`config.mk`:
```
export PLATFORM = sky130hd
export DESIGN_NAME = frame_bitmap_allocator_core
export DESIGN_NICKNAME = d
export VERILOG_FILES = /design/src/rtl/core/fab_pkg.sv /design/src/rtl/core/fab_ctrl.sv /design/src/rtl/core/fab_dp.sv /design/src/rtl/core/frame_bitmap_allocator_core.sv
export SDC_FILE = /design/constraint.sdc
export NUM_CORES = 2
export LEC_CHECK = 0
export BUFFER_PORTS_ARGS = -buffer_cell sky130_fd_sc_hd__buf_2
export CAP_MARGIN = 30
export CORE_ASPECT_RATIO = 0.5
export CORE_MARGIN = 2
export CORE_UTILIZATION = 57
export CTS_BUF_LIST = sky130_fd_sc_hd__clkbuf_2
export CTS_CLUSTER_DIAMETER = 150
export DETAILED_ROUTE_END_ITERATION = 6
export HOLD_SLACK_MARGIN = 0.02
export PLACE_DENSITY_LB_ADDON = 0.3
export SLEW_MARGIN = 10
export SYNTH_ARGS = -nofsm -noshare
export SYNTH_HDL_FRONTEND = slang
export SYNTH_SLANG_ARGS = --single-unit
```
`constraint.sdc`:
```
create_clock -name clock -period 6.19 [get_ports clock]
set_input_delay 0.619 -clock clock [delete_from_list [all_inputs] [get_ports clock]]
set_output_delay 0.619 -clock clock [all_outputs]
set_load 0.05 [all_outputs]
```
`src/rtl/core/fab_pkg.sv`:
```
// ----------------------------------------------------------------------------
// fab_pkg
// Shared constants, codes and controller/datapath interface types for the
// frame bitmap allocator.
// ----------------------------------------------------------------------------
package fab_pkg;

   localparam int NUM_FRAMES_DEF = 1024;
   localparam int WORD_BITS_DEF  = 32;

   localparam int OP_W    = 2;
   localparam int IDX_W   = 10;
   localparam int STAT_W  = 2;
   localparam int CFG_W   = 11;
   localparam int TDATA_W = 16;

   localparam logic [CFG_W-1:0] FRAMES_RESET = 11'd1024;

   localparam logic [OP_W-1:0] OP_ALLOC_FIRST = 2'd0;
   localparam logic [OP_W-1:0] OP_ALLOC_AT    = 2'd1;
   localparam logic [OP_W-1:0] OP_FREE        = 2'd2;
   localparam logic [OP_W-1:0] OP_TEST        = 2'd3;

   localparam logic [STAT_W-1:0] ST_OK            = 2'd0;
   localparam logic [STAT_W-1:0] ST_NO_FREE       = 2'd1;
   localparam logic [STAT_W-1:0] ST_NOT_ALLOCATED = 2'd2;
   localparam logic [STAT_W-1:0] ST_RANGE         = 2'd3;

   typedef struct packed {
      logic capture;   // take the request beat into the datapath
      logic fetch;     // read the first word of the request
      logic advance;   // read the next bitmap word
      logic commit;    // write back and load the result register
   } cmd_type;

   typedef struct packed {
      logic alloc_first;
      logic word_full;
      logic last_word;
      logic out_busy;
   } stat_type;

endpackage

```
`src/rtl/core/fab_ctrl.sv`:
```
// ----------------------------------------------------------------------------
// fab_ctrl
// Sequencer: accepts a request, fetches its bitmap word, walks words for a
// first-free search and commits once the result register is free.
// ----------------------------------------------------------------------------
module fab_ctrl (
   input  logic              clock,
   input  logic              reset,
   input  logic              req_tvalid,
   output logic              req_tready,
   input  fab_pkg::stat_type stat,
   output fab_pkg::cmd_type  cmd
);

   localparam logic [1:0] S_IDLE  = 2'd0;
   localparam logic [1:0] S_FETCH = 2'd1;
   localparam logic [1:0] S_EVAL  = 2'd2;

   logic [1:0] state_ff;
   logic [1:0] state_in;

   assign req_tready = (state_ff == S_IDLE);

   always_comb begin
      cmd      = '0;
      state_in = state_ff;
      case (state_ff)
         S_IDLE: begin
            if (req_tvalid) begin
               cmd.capture = 1'b1;
               state_in    = S_FETCH;
            end
         end
         S_FETCH: begin
            cmd.fetch = 1'b1;
            state_in  = S_EVAL;
         end
         S_EVAL: begin
            if (stat.alloc_first && stat.word_full && !stat.last_word) begin
               cmd.advance = 1'b1;
            end else if (!stat.out_busy) begin
               cmd.commit = 1'b1;
               state_in   = S_IDLE;
            end
         end
         default: begin
            state_in = S_IDLE;
         end
      endcase
   end

   always_ff @(posedge clock) begin
      if (reset) begin
         state_ff <= S_IDLE;
      end else begin
         state_ff <= state_in;
      end
   end

endmodule

```
`src/rtl/core/fab_dp.sv`:
```
// ----------------------------------------------------------------------------
// fab_dp
// Bitmap word memory with per-word valid bits, word evaluation, write-back
// and the result register. WORD_BITS is a power of two.
// ----------------------------------------------------------------------------
module fab_dp #(
   parameter int NUM_FRAMES = fab_pkg::NUM_FRAMES_DEF,
   parameter int WORD_BITS  = fab_pkg::WORD_BITS_DEF,
   parameter int LIM_W      = fab_pkg::CFG_W
) (
   input  logic                        clock,
   input  logic                        reset,
   input  fab_pkg::cmd_type            cmd,
   output fab_pkg::stat_type           stat,
   input  logic [fab_pkg::OP_W-1:0]    req_opcode,
   input  logic [fab_pkg::IDX_W-1:0]   req_frame_index,
   input  logic [LIM_W-1:0]            limit,
   input  logic                        rsp_tready,
   output logic                        rsp_tvalid,
   output logic [fab_pkg::TDATA_W-1:0] rsp_tdata
);

   localparam int BIT_W     = $clog2(WORD_BITS);
   localparam int MAP_WORDS = (NUM_FRAMES + WORD_BITS - 1) / WORD_BITS;
   localparam int ADDR_W    = (MAP_WORDS > 1) ? $clog2(MAP_WORDS) : 1;
   localparam int FIDX_W    = ADDR_W + BIT_W;
   localparam int XW        = (FIDX_W > fab_pkg::IDX_W) ? FIDX_W : fab_pkg::IDX_W;
   localparam int CW        = (XW > LIM_W) ? XW : LIM_W;
   localparam int PAD_W     = fab_pkg::TDATA_W - fab_pkg::IDX_W - fab_pkg::STAT_W - 1;
   localparam logic [ADDR_W-1:0] LAST_ADDR = ADDR_W'(MAP_WORDS - 1);

   logic [WORD_BITS-1:0] mem [MAP_WORDS];
   logic [MAP_WORDS-1:0] vld_ff;

   logic [fab_pkg::OP_W-1:0]    op_ff;
   logic [XW-1:0]               idx_ff;
   logic [ADDR_W-1:0]           rd_addr_ff;
   logic [ADDR_W-1:0]           rd_addr_in;
   logic [WORD_BITS-1:0]        rd_word_ff;
   logic                        rd_vld_ff;
   logic                        rsp_tvalid_ff;
   logic [fab_pkg::TDATA_W-1:0] rsp_tdata_ff;

   logic [WORD_BITS-1:0]        word;
   logic [WORD_BITS-1:0]        free_bits;
   logic                        full;
   logic [BIT_W-1:0]            first_bit;
   logic [FIDX_W-1:0]           found_frame;
   logic [BIT_W-1:0]            idx_bit;
   logic [WORD_BITS-1:0]        idx_mask;
   logic                        old_bit;
   logic                        in_range;
   logic                        set_en;
   logic                        wr_en;
   logic [WORD_BITS-1:0]        wr_word;
   logic [XW-1:0]               res_frame;
   logic [fab_pkg::STAT_W-1:0]  res_status;
   logic                        res_used;

   // read address: request word on fetch, next word while scanning
   always_comb begin
      if (cmd.fetch) begin
         if (op_ff == fab_pkg::OP_ALLOC_FIRST) begin
            rd_addr_in = '0;
         end else begin
            rd_addr_in = idx_ff[FIDX_W-1:BIT_W];
         end
      end else if (cmd.advance) begin
         rd_addr_in = rd_addr_ff + ADDR_W'(1);
      end else begin
         rd_addr_in = rd_addr_ff;
      end
   end

   always_ff @(posedge clock) begin
      if (wr_en) begin
         mem[rd_addr_ff] <= wr_word;
      end
      rd_word_ff <= mem[rd_addr_in];
   end

   always_ff @(posedge clock) begin
      if (reset) begin
         vld_ff <= '0;
      end else if (wr_en) begin
         vld_ff[rd_addr_ff] <= 1'b1;
      end
   end

   always_ff @(posedge clock) begin
      rd_addr_ff <= rd_addr_in;
      rd_vld_ff  <= vld_ff[rd_addr_in];
      if (cmd.capture) begin
         op_ff  <= req_opcode;
         idx_ff <= XW'(req_frame_index);
      end
   end

   // a word never written reads as all free
   assign word      = rd_vld_ff ? rd_word_ff : '0;
   assign free_bits = ~word;
   assign full      = (free_bits == '0);

   always_comb begin
      first_bit = '0;
      for (int b = WORD_BITS - 1; b >= 0; b--) begin
         if (free_bits[b]) begin
            first_bit = BIT_W'(b);
         end
      end
   end

   assign found_frame = {rd_addr_ff, first_bit};
   assign idx_bit     = idx_ff[BIT_W-1:0];
   assign idx_mask    = WORD_BITS'(1) << idx_bit;
   assign old_bit     = word[idx_bit];
   assign in_range    = CW'(idx_ff) < CW'(limit);

   always_comb begin
      set_en     = 1'b0;
      wr_word    = word;
      res_frame  = '0;
      res_status = fab_pkg::ST_OK;
      res_used   = 1'b0;
      if (op_ff == fab_pkg::OP_ALLOC_FIRST) begin
         // the lowest clear bit must also lie below the limit
         if (!full && (CW'(found_frame) < CW'(limit))) begin
            set_en    = 1'b1;
            wr_word   = word | (WORD_BITS'(1) << first_bit);
            res_frame = XW'(found_frame);
         end else begin
            res_status = fab_pkg::ST_NO_FREE;
         end
      end else if (!in_range) begin
         res_status = fab_pkg::ST_RANGE;
      end else begin
         case (op_ff)
            fab_pkg::OP_ALLOC_AT: begin
               set_en    = 1'b1;
               wr_word   = word | idx_mask;
               res_frame = idx_ff;
               res_used  = old_bit;
            end
            fab_pkg::OP_FREE: begin
               if (old_bit) begin
                  set_en    = 1'b1;
                  wr_word   = word & ~idx_mask;
                  res_frame = idx_ff;
                  res_used  = 1'b1;
               end else begin
                  res_status = fab_pkg::ST_NOT_ALLOCATED;
               end
            end
            default: begin
               res_frame = idx_ff;
               res_used  = old_bit;
            end
         endcase
      end
   end

   assign wr_en = cmd.commit & set_en;

   always_ff @(posedge clock) begin
      if (reset) begin
         rsp_tvalid_ff <= 1'b0;
      end else if (cmd.commit) begin
         rsp_tvalid_ff <= 1'b1;
      end else if (rsp_tready) begin
         rsp_tvalid_ff <= 1'b0;
      end
   end

   always_ff @(posedge clock) begin
      if (cmd.commit) begin
         rsp_tdata_ff <= {{PAD_W{1'b0}}, res_used, res_status,
                          res_frame[fab_pkg::IDX_W-1:0]};
      end
   end

   assign rsp_tvalid = rsp_tvalid_ff;
   assign rsp_tdata  = rsp_tdata_ff;

   assign stat.alloc_first = (op_ff == fab_pkg::OP_ALLOC_FIRST);
   assign stat.word_full   = full;
   assign stat.last_word   = (rd_addr_ff == LAST_ADDR);
   assign stat.out_busy    = rsp_tvalid_ff & ~rsp_tready;

   a_commit_loads: assert property (@(posedge clock) disable iff (reset)
      cmd.commit |=> rsp_tvalid_ff)
      else $error("result register not loaded after commit");

   a_commit_free_slot: assert property (@(posedge clock) disable iff (reset)
      cmd.commit |-> !(rsp_tvalid_ff && !rsp_tready))
      else $error("commit over a result still waiting");

   a_nofree_only_first: assert property (@(posedge clock) disable iff (reset)
      (cmd.commit && res_status == fab_pkg::ST_NO_FREE)
         |-> (op_ff == fab_pkg::OP_ALLOC_FIRST))
      else $error("no-free status on a given-frame request");

   a_frame_zero_on_error: assert property (@(posedge clock) disable iff (reset)
      (rsp_tvalid_ff && rsp_tdata_ff[fab_pkg::IDX_W +: fab_pkg::STAT_W] != fab_pkg::ST_OK)
         |-> (rsp_tdata_ff[fab_pkg::IDX_W-1:0] == '0))
      else $error("frame not zero on error status");

   a_write_on_commit: assert property (@(posedge clock) disable iff (reset)
      wr_en |-> (cmd.commit && res_status == fab_pkg::ST_OK))
      else $error("bitmap written outside an ok commit");

endmodule

```
`src/rtl/core/frame_bitmap_allocator_core.sv`:
```
// ----------------------------------------------------------------------------
// frame_bitmap_allocator_core
// First-fit page frame allocator over a used/free bitmap.
// ----------------------------------------------------------------------------
// Requests come in on req_* as stream beats (opcode, frame index) and each
// one produces exactly one beat on rsp_* (frame, status, was_used).
// csr_wr_en/csr_wr_data set the frames-in-use limit; write it only while idle.
// A given-frame request (allocate at, free, test) is captured, its word read,
// then evaluated and written back once the output register is free, and the
// commit raises rsp_tvalid. Allocate-first-free reads one bitmap word per
// cycle until it meets a word with a clear bit or reaches the last word.
// A new request is taken the cycle after the previous one has committed, so
// none is accepted while the previous one is in progress. Reset clears the
// bitmap through per-word valid bits and sets the limit to 1024. A result
// waits in the output register while rsp_tready is low; the next request is
// still accepted and processed, and only its commit waits for the register
// to drain.
// ----------------------------------------------------------------------------
module frame_bitmap_allocator_core #(
   parameter int NUM_FRAMES = fab_pkg::NUM_FRAMES_DEF,
   parameter int WORD_BITS  = fab_pkg::WORD_BITS_DEF
) (
   input  logic                        clock,
   input  logic                        reset,
   input  logic                        req_tvalid,
   output logic                        req_tready,
   input  logic [fab_pkg::TDATA_W-1:0] req_tdata,   // opcode[1:0], frame_index[11:2]
   output logic                        rsp_tvalid,
   input  logic                        rsp_tready,
   output logic [fab_pkg::TDATA_W-1:0] rsp_tdata,   // result_frame[9:0], status[11:10],
                                                    // was_used[12]
   input  logic                        csr_wr_en,
   input  logic [fab_pkg::CFG_W-1:0]   csr_wr_data
);

   localparam int NF_W  = $clog2(NUM_FRAMES + 1);
   localparam int LIM_W = (NF_W > fab_pkg::CFG_W) ? NF_W : fab_pkg::CFG_W;

   logic [fab_pkg::CFG_W-1:0] frames_ff;
   logic [LIM_W-1:0]          limit;
   fab_pkg::cmd_type          cmd;
   fab_pkg::stat_type         stat;

   always_ff @(posedge clock) begin
      if (reset) begin
         frames_ff <= fab_pkg::FRAMES_RESET;
      end else if (csr_wr_en) begin
         frames_ff <= csr_wr_data;
      end
   end

   // limit saturates at the number of frames the map holds
   assign limit = (LIM_W'(frames_ff) > LIM_W'(NUM_FRAMES)) ? LIM_W'(NUM_FRAMES)
                                                           : LIM_W'(frames_ff);

   fab_ctrl u_ctrl (
      .clock      (clock),
      .reset      (reset),
      .req_tvalid (req_tvalid),
      .req_tready (req_tready),
      .stat       (stat),
      .cmd        (cmd)
   );

   fab_dp #(
      .NUM_FRAMES (NUM_FRAMES),
      .WORD_BITS  (WORD_BITS),
      .LIM_W      (LIM_W)
   ) u_dp (
      .clock           (clock),
      .reset           (reset),
      .cmd             (cmd),
      .stat            (stat),
      .req_opcode      (req_tdata[fab_pkg::OP_W-1:0]),
      .req_frame_index (req_tdata[fab_pkg::OP_W +: fab_pkg::IDX_W]),
      .limit           (limit),
      .rsp_tready      (rsp_tready),
      .rsp_tvalid      (rsp_tvalid),
      .rsp_tdata       (rsp_tdata)
   );

endmodule
```
Yosys cells after proc, flatten, opt, wreduce, memory -nomap -nowiden

Memories as Yosys holds them, arrays and structs flattened. A register that Yosys moved wholly into a read port is not among the register bits.
Index checks and enable logic that the tools add are counted.

Logic and storage cells: 130
Input port bits: 32
Latch bits: 0
Memory bits (read-only): 0
RAM bits: 1024
Memories: 1
Output and inout bits: 18
Register bits: 77

Equal/unequal tests: 8
$mul: 0
Add/sub/neg operators: 1
Shift-type cells: 2
Bitwise gates (word level): 10
Multiplexer cells: 79
Reduce and logical (&&, ||, !) cells: 12
Magnitude comparators: 7
Divide/modulo/power cells: 0

Memories:

| memory   | depth | bits a word | rd ports | clocked after memory_dff | wr ports | line         | source |
|---|---|---|---|---|---|---|---|
| u_dp.mem | 32    | 32          | 1        | 1                        | 1        | fab_dp.sv:32 | `logic [WORD_BITS-1:0] mem [MAP_WORDS];` |

Operators by type and width:

| cell                                                              | number |
|---|---|
| 2-to-1 mux 5 bit                                                  | 35 |
| 2-to-1 mux 32 bit                                                 | 5 |
| OR 32 bit                                                         | 3 |
| NOT 32 bit                                                        | 2 |
| case mux 32 bit (2 select lines)                                  | 1 |
| left shift 1 x 5 -> 32 bit, first input constant                  | 2 |
| 2-to-1 mux 10 bit                                                 | 5 |
| AND 32 bit                                                        | 1 |
| logical NOT 32 bit                                                | 1 |
| < comparator 10 x 11 -> 1 bit                                     | 2 |
| 2-to-1 mux 1 bit                                                  | 19 |
| < comparator 5 x 6 -> 1 bit, second input constant                | 3 |
| 2-to-1 mux 2 bit                                                  | 8 |
| greater-than comparator 11 bit, second input constant             | 1 |
| 2-to-1 mux 11 bit                                                 | 1 |
| binary-select mux 1 bit (select 5 bit)                            | 2 |
| != test 2 bit, second input constant                              | 3 |
| case mux 2 bit (3 select lines)                                   | 1 |
| adder 5 x 1 -> 5 bit, second input constant                       | 1 |
| demux 1 bit (select 5 bit)                                        | 1 |
| equality test 5 bit, second input constant                        | 1 |
| greater-or-equal comparator 5 x 1 -> 1 bit, second input constant | 1 |
| equality test 2 x 1 -> 1 bit, second input constant               | 2 |
| equality test 2 bit, second input constant                        | 2 |
| 9 further kinds                                                   | 16 |

Longest topological paths before layout

Depth after elaboration: 41
Depth in mapped cells: 16

By module

A second synthesis with hierarchy kept.

Cells, all modules: 2502
Area total of the unflattened synthesis: 45259.7 um2

By module, submodules not included:

| module                      | cells each | sequential area each (um2) | area an instance (um2) | instances |
|---|---|---|---|---|
| fab_dp                      | 2442       | 32921.6                    | 44677.8                | 1 |
| frame_bitmap_allocator_core | 47         | 220.2                      | 460.4                  | 1 |
| fab_ctrl                    | 13         | 40.0                       | 121.4                  | 1 |

Worst setup path before layout

No wires, ideal clock.

Path type: reg2reg
From: register u_dp.rd_vld_ff
To: memory u_dp.mem[0][12] (netlist name) (data pin)
Arrival: 4.547 ns
Period minus slack after synthesis: 5.014 ns
Slack: 1.176 ns
Library setup time: 0.467 ns
Stages on the path, launching flop included: 16
Path buffers: 3
Cells stage by stage: dfxtp_1 buf_4 buf_2 o2111a_1 o311a_1 o2111ai_1 a31o_2 a311oi_1 nor2_1 ha_1 a2111oi_0 nand3_1 a21oi_2 o21ai_1 clkbuf_1 o31ai_1

Word-level cells in the longest chain between the ends: 38
Elaborated cells on any way between the ends: 49

RTL lines:

| element                                                                     | line                         | source |
|---|---|---|
| start, declared                                                             | fab_dp.sv:40                 | `logic rd_vld_ff;` |
| start signal, assigned                                                      | fab_dp.sv:92                 | `rd_vld_ff <= vld_ff[rd_addr_in];` |
| 2-to-1 mux 32 bit *                                                         | fab_dp.sv:100                | `assign word = rd_vld_ff ? rd_word_ff : '0;` |
| NOT 32 bit                                                                  | fab_dp.sv:101                | `assign free_bits = ~word;` |
| 2-to-1 mux 5 bit (32 in a row)                                              | fab_dp.sv:107                | `if (free_bits[b]) begin` |
| < comparator 10 x 11 -> 1 bit or left shift 1 x 5 -> 32 bit (tied branches) | fab_dp.sv:127, fab_dp.sv:129 |  |
| logical AND 1 bit or OR 32 bit (tied branches)                              | fab_dp.sv:127, fab_dp.sv:129 |  |
| 2-to-1 mux 32 bit                                                           | fab_dp.sv:127                | `if (!full && (CW'(found_frame) < CW'(limit))) begin` |
| 2-to-1 mux 32 bit *                                                         | fab_dp.sv:125                | `if (op_ff == fab_pkg::OP_ALLOC_FIRST) begin` |
| named net u_dp.wr_word[12]                                                  | fab_dp.sv:55                 | `logic [WORD_BITS-1:0] wr_word;` |
| end, declared                                                               | fab_dp.sv:32                 |  |

The timed path passes the listed nets; every way through them passes the cells marked *. The select of a mux whose other input is x is not followed.

Worst setup path in the final report

From: register u_dp.rd_word_ff[27] (read register of u_dp.mem)
To: memory u_dp.mem[23][30] (netlist name) (data pin)

Word-level cells in the longest chain between the ends: 34
Elaborated cells on any way between the ends: 43

RTL lines:

| element                                                                     | line                         | source |
|---|---|---|
| start, declared                                                             | fab_dp.sv:39                 | `logic [WORD_BITS-1:0] rd_word_ff;` |
| 2-to-1 mux 32 bit *                                                         | fab_dp.sv:100                |  |
| NOT 32 bit                                                                  | fab_dp.sv:101                |  |
| 2-to-1 mux 5 bit (28 in a row)                                              | fab_dp.sv:107                |  |
| < comparator 10 x 11 -> 1 bit or left shift 1 x 5 -> 32 bit (tied branches) | fab_dp.sv:127, fab_dp.sv:129 |  |
| logical AND 1 bit or OR 32 bit (tied branches)                              | fab_dp.sv:127, fab_dp.sv:129 |  |
| 2-to-1 mux 32 bit                                                           | fab_dp.sv:127                |  |
| 2-to-1 mux 32 bit *                                                         | fab_dp.sv:125                |  |
| named net u_dp.wr_word[30]                                                  | fab_dp.sv:55                 |  |

Marks and branches as above.

==> run metrics <==
Psw=6.147 mW; worst path arrival time=6.64 ns; asr flop ratio synth=0; Max VDD drop=approximately 0.00022 V; Worst Tran Pin Value=1.036 ns; most frequent cell after synthesis=edfxtp_1; GRT Total Usage=0.2906; Post-Synthesis Cells=2970; Clock Sinks=1133; Total Wirelength=between 100000 and 150000 um; area grow syn2layout=10.91%; CTS tree=built; Final Hold Fails=0; WS Path Type=flip-flop to flip-flop; Worst-Skew Late Latency=1.63 ns; Commonest cells post-synth=edfxtp_1 (1049), mux2i_1 (804), o22ai_1 (168); Final Skew=0.1203 ns; hpwl dp=67270 um; Worst slew margin=0.3091; Post-Layout Cell Count=~4.5k; Worst Hold Class=input port to flip-flop; Gate power share=0.248; # placed instances=4063; Initial Util=0.5783; Pint=12.58 mW; largest net degree at the start of global routing=111; Pins Over Slew Limit=0; crit-path max FO=32; RSZ-0062 raised after global routing=no; Avg WL per Cell=27.40 um; Flop pwr share=0.509; Synth Cell Area=0.04739 mm2; clk buf depth=3; max-cap viol count=0; synthesis warning total=0; Final setup viols=0; setup TNS=0 ns; ANT nets after route=0; Layout Nets=3327; antenna violations before repair=4; # IOs=50; Avg Inst Size Synth=15.96 um2; sw frac=0.3283; Post-synth EDFFs=between 1k and 1.5k; global-route wire length before repair=179500 um; period utilisation layout=0.8656; Netlist cell types=73; layout cells sized above 1=0.1890; DR DRC count=0; Synth Register Bits=about 1.1k; gpl congestion=1.009; Area contributors post-synth=edfxtp_1 (66%), mux2i_1 (17%), dfxtp_1 (3.5%); Core Rows=74; CTS Buf Count=between 200 and 250; startpoint types=flip-flop; die width=411.8 um; Initial DRC Count=3927; die area=0.08560 mm2; routed vias/inst=~6.3; core area=just over 0.08 mm2; Primary FF master, synth=edfxtp_1; die height=207.9 um; clock share of power=0.243; Tmin final=roughly 5.4 ns; sequential share of the synthesized area=0.7002; vias after detailed routing=28.41k; H-tree lvl count=4; run status=finished clean; Root Driver=clkbuf_2; Synth area leader=edfxtp_1; IO buf count=42; Worst-path clk slew=roughly 0.13 ns; grt ovf=0; Crit. End Element=flip-flop; Pre-Repair DR Iteration Count=7; Max Fclk=0.1866 GHz; vias in the first global route=27.45k; Leak=19.79 nW; post-synth top area share=0.6647; P per Cell Area=356.2 mW/mm2; Worst EP required=between 7 and 8 ns
worst paths after layout:
| kind | start | end | slack [ns] | depth (start not counted) |
|---|---|---|---|---|
| max | u_dp.rd_word_ff[27]$_DFF_P_ | u_dp.mem[23][30]$_DFFE_PP_ | 0.83 | 16 |
| min | reset | u_ctrl.state_ff[0]$_SDFFE_PP0P_ | 0.25 | 4 |
| max reg2reg | u_dp.rd_word_ff[27]$_DFF_P_ | u_dp.mem[23][30]$_DFFE_PP_ | 0.83 | 16 |
| min reg2reg | u_dp.vld_ff[2]$_SDFFE_PP0P_ | u_dp.vld_ff[2]$_SDFFE_PP0P_ | 0.47 | 2 |
sequential cells by signal (all words and copies together) (netlist names), 2 cells and up:
register	flops
frames_ff	11
u_ctrl.state_ff	2
u_dp.idx_ff	10
u_dp.mem	1024
u_dp.op_ff	2
u_dp.rd_addr_ff	5
u_dp.rd_word_ff	32
u_dp.rsp_tdata	13
u_dp.vld_ff	32
routing by layer:
metal	global-route usage	up-vias	routed length, um
met5	0	-	0
met4	0.1120	0	4055
li1	-	12370	-
met1	0.4241	14160	52150
met3	0.06669	265	13300
met2	0.4268	1626	55070
what timing repair did:
action	in CTS	in global routing
setup buffers	0	0
gates resized for setup	0	0
hold buffers	73	0
hold endpoints to repair	83	0
power groups by stage:
stage	logic (mW)	clock network (mW)	registers (mW)
global route	4.91	4.98	9.53
detailed placement	4.50	0	9.67
finish	4.65	4.55	9.52
CTS	4.55	4.61	9.50
floorplan	3.07	0	9.61
global placement	4.41	0	9.67
final cells by class:
type	instances	area, um2
Clock inverter	46	335.3
Sequential cell	1133	33180
Antenna cell	4	10.01
Clock buffer	358	1792
Tap cell	1102	1379
Inverter	55	206.4
Timing Repair Buffer	242	2245
Fill cell	5833	29380
Multi-Input combinational cell	1606	13410
worst max-delay path, stage by stage, from the launching register on:
cell       delay [ns]
dfxtp_1          0.42
nand2_1          0.14
a31oi_1          0.19
o2111a_1         0.20
o311a_1          0.16
o2111ai_1        0.12
a31o_2           0.28
a311oi_1         0.42
nor2_1           0.17
ha_1             0.22
a2111oi_0        0.45
nand3_1          0.18
a21oi_2          0.44
buf_4            0.25
nand4_1          0.61
o21ai_1          0.44
buf_4            0.36
layout by cell type, fill, tap and decap left out, types with 27 or more instances in the layout:
cell	instances
clkbuf_2	358
buf_12	28
inv_1	52
o21ai_0	57
dlygate4sd3_1	73
mux2i_1	804
buf_4	95
edfxtp_1	1049
dfxtp_1	84
clkinv_1	27
nor2_4	32
nor2_1	51
nand3_1	92
o22ai_1	165
buf_2	45
nand2_1	99
metrics by stage:
step / util / hold slack [ns] / power (mW) / cell area (um2) / setup WS, ns
2_1_floorplan: - / 0.4484 / 12.69 / 47400 / 1.176
3_3_place_gp: 0.6060 / 0.4546 / 14.09 / 49660 / 1.111
3_5_place_dp: 0.6062 / 0.4608 / 14.17 / 49670 / 1.080
4_1_cts: 0.6410 / 0.1224 / 18.66 / 52530 / 0.9818
5_1_grt: 0.6414 / 0.2099 / 19.42 / 52550 / 0.6711
6_report: 0.6414 / 0.2541 / 18.72 / 52560 / 0.8322
cell families (layout without fill, tap and decap cells):
| logic type | after synthesis | count (layout) | synth area share |
|---|---|---|---|
| AOI/OAI and AO/OA | 371 | 371 | 0.05112 |
| xor gates and xnor gates | 2 | 2 | 0.0003697 |
| adders and majority gates | 25 | 25 | 0.006601 |
| buffers and inverters | 233 | 701 | 0.02754 |
| DFF | 1133 | 1133 | 0.7002 |
| muxes | 807 | 807 | 0.1712 |
| other | 1 | 7 | 0.00007913 |
| and+or+nand+nor | 398 | 398 | 0.04285 |
Power figures use the tool's default switching activity.
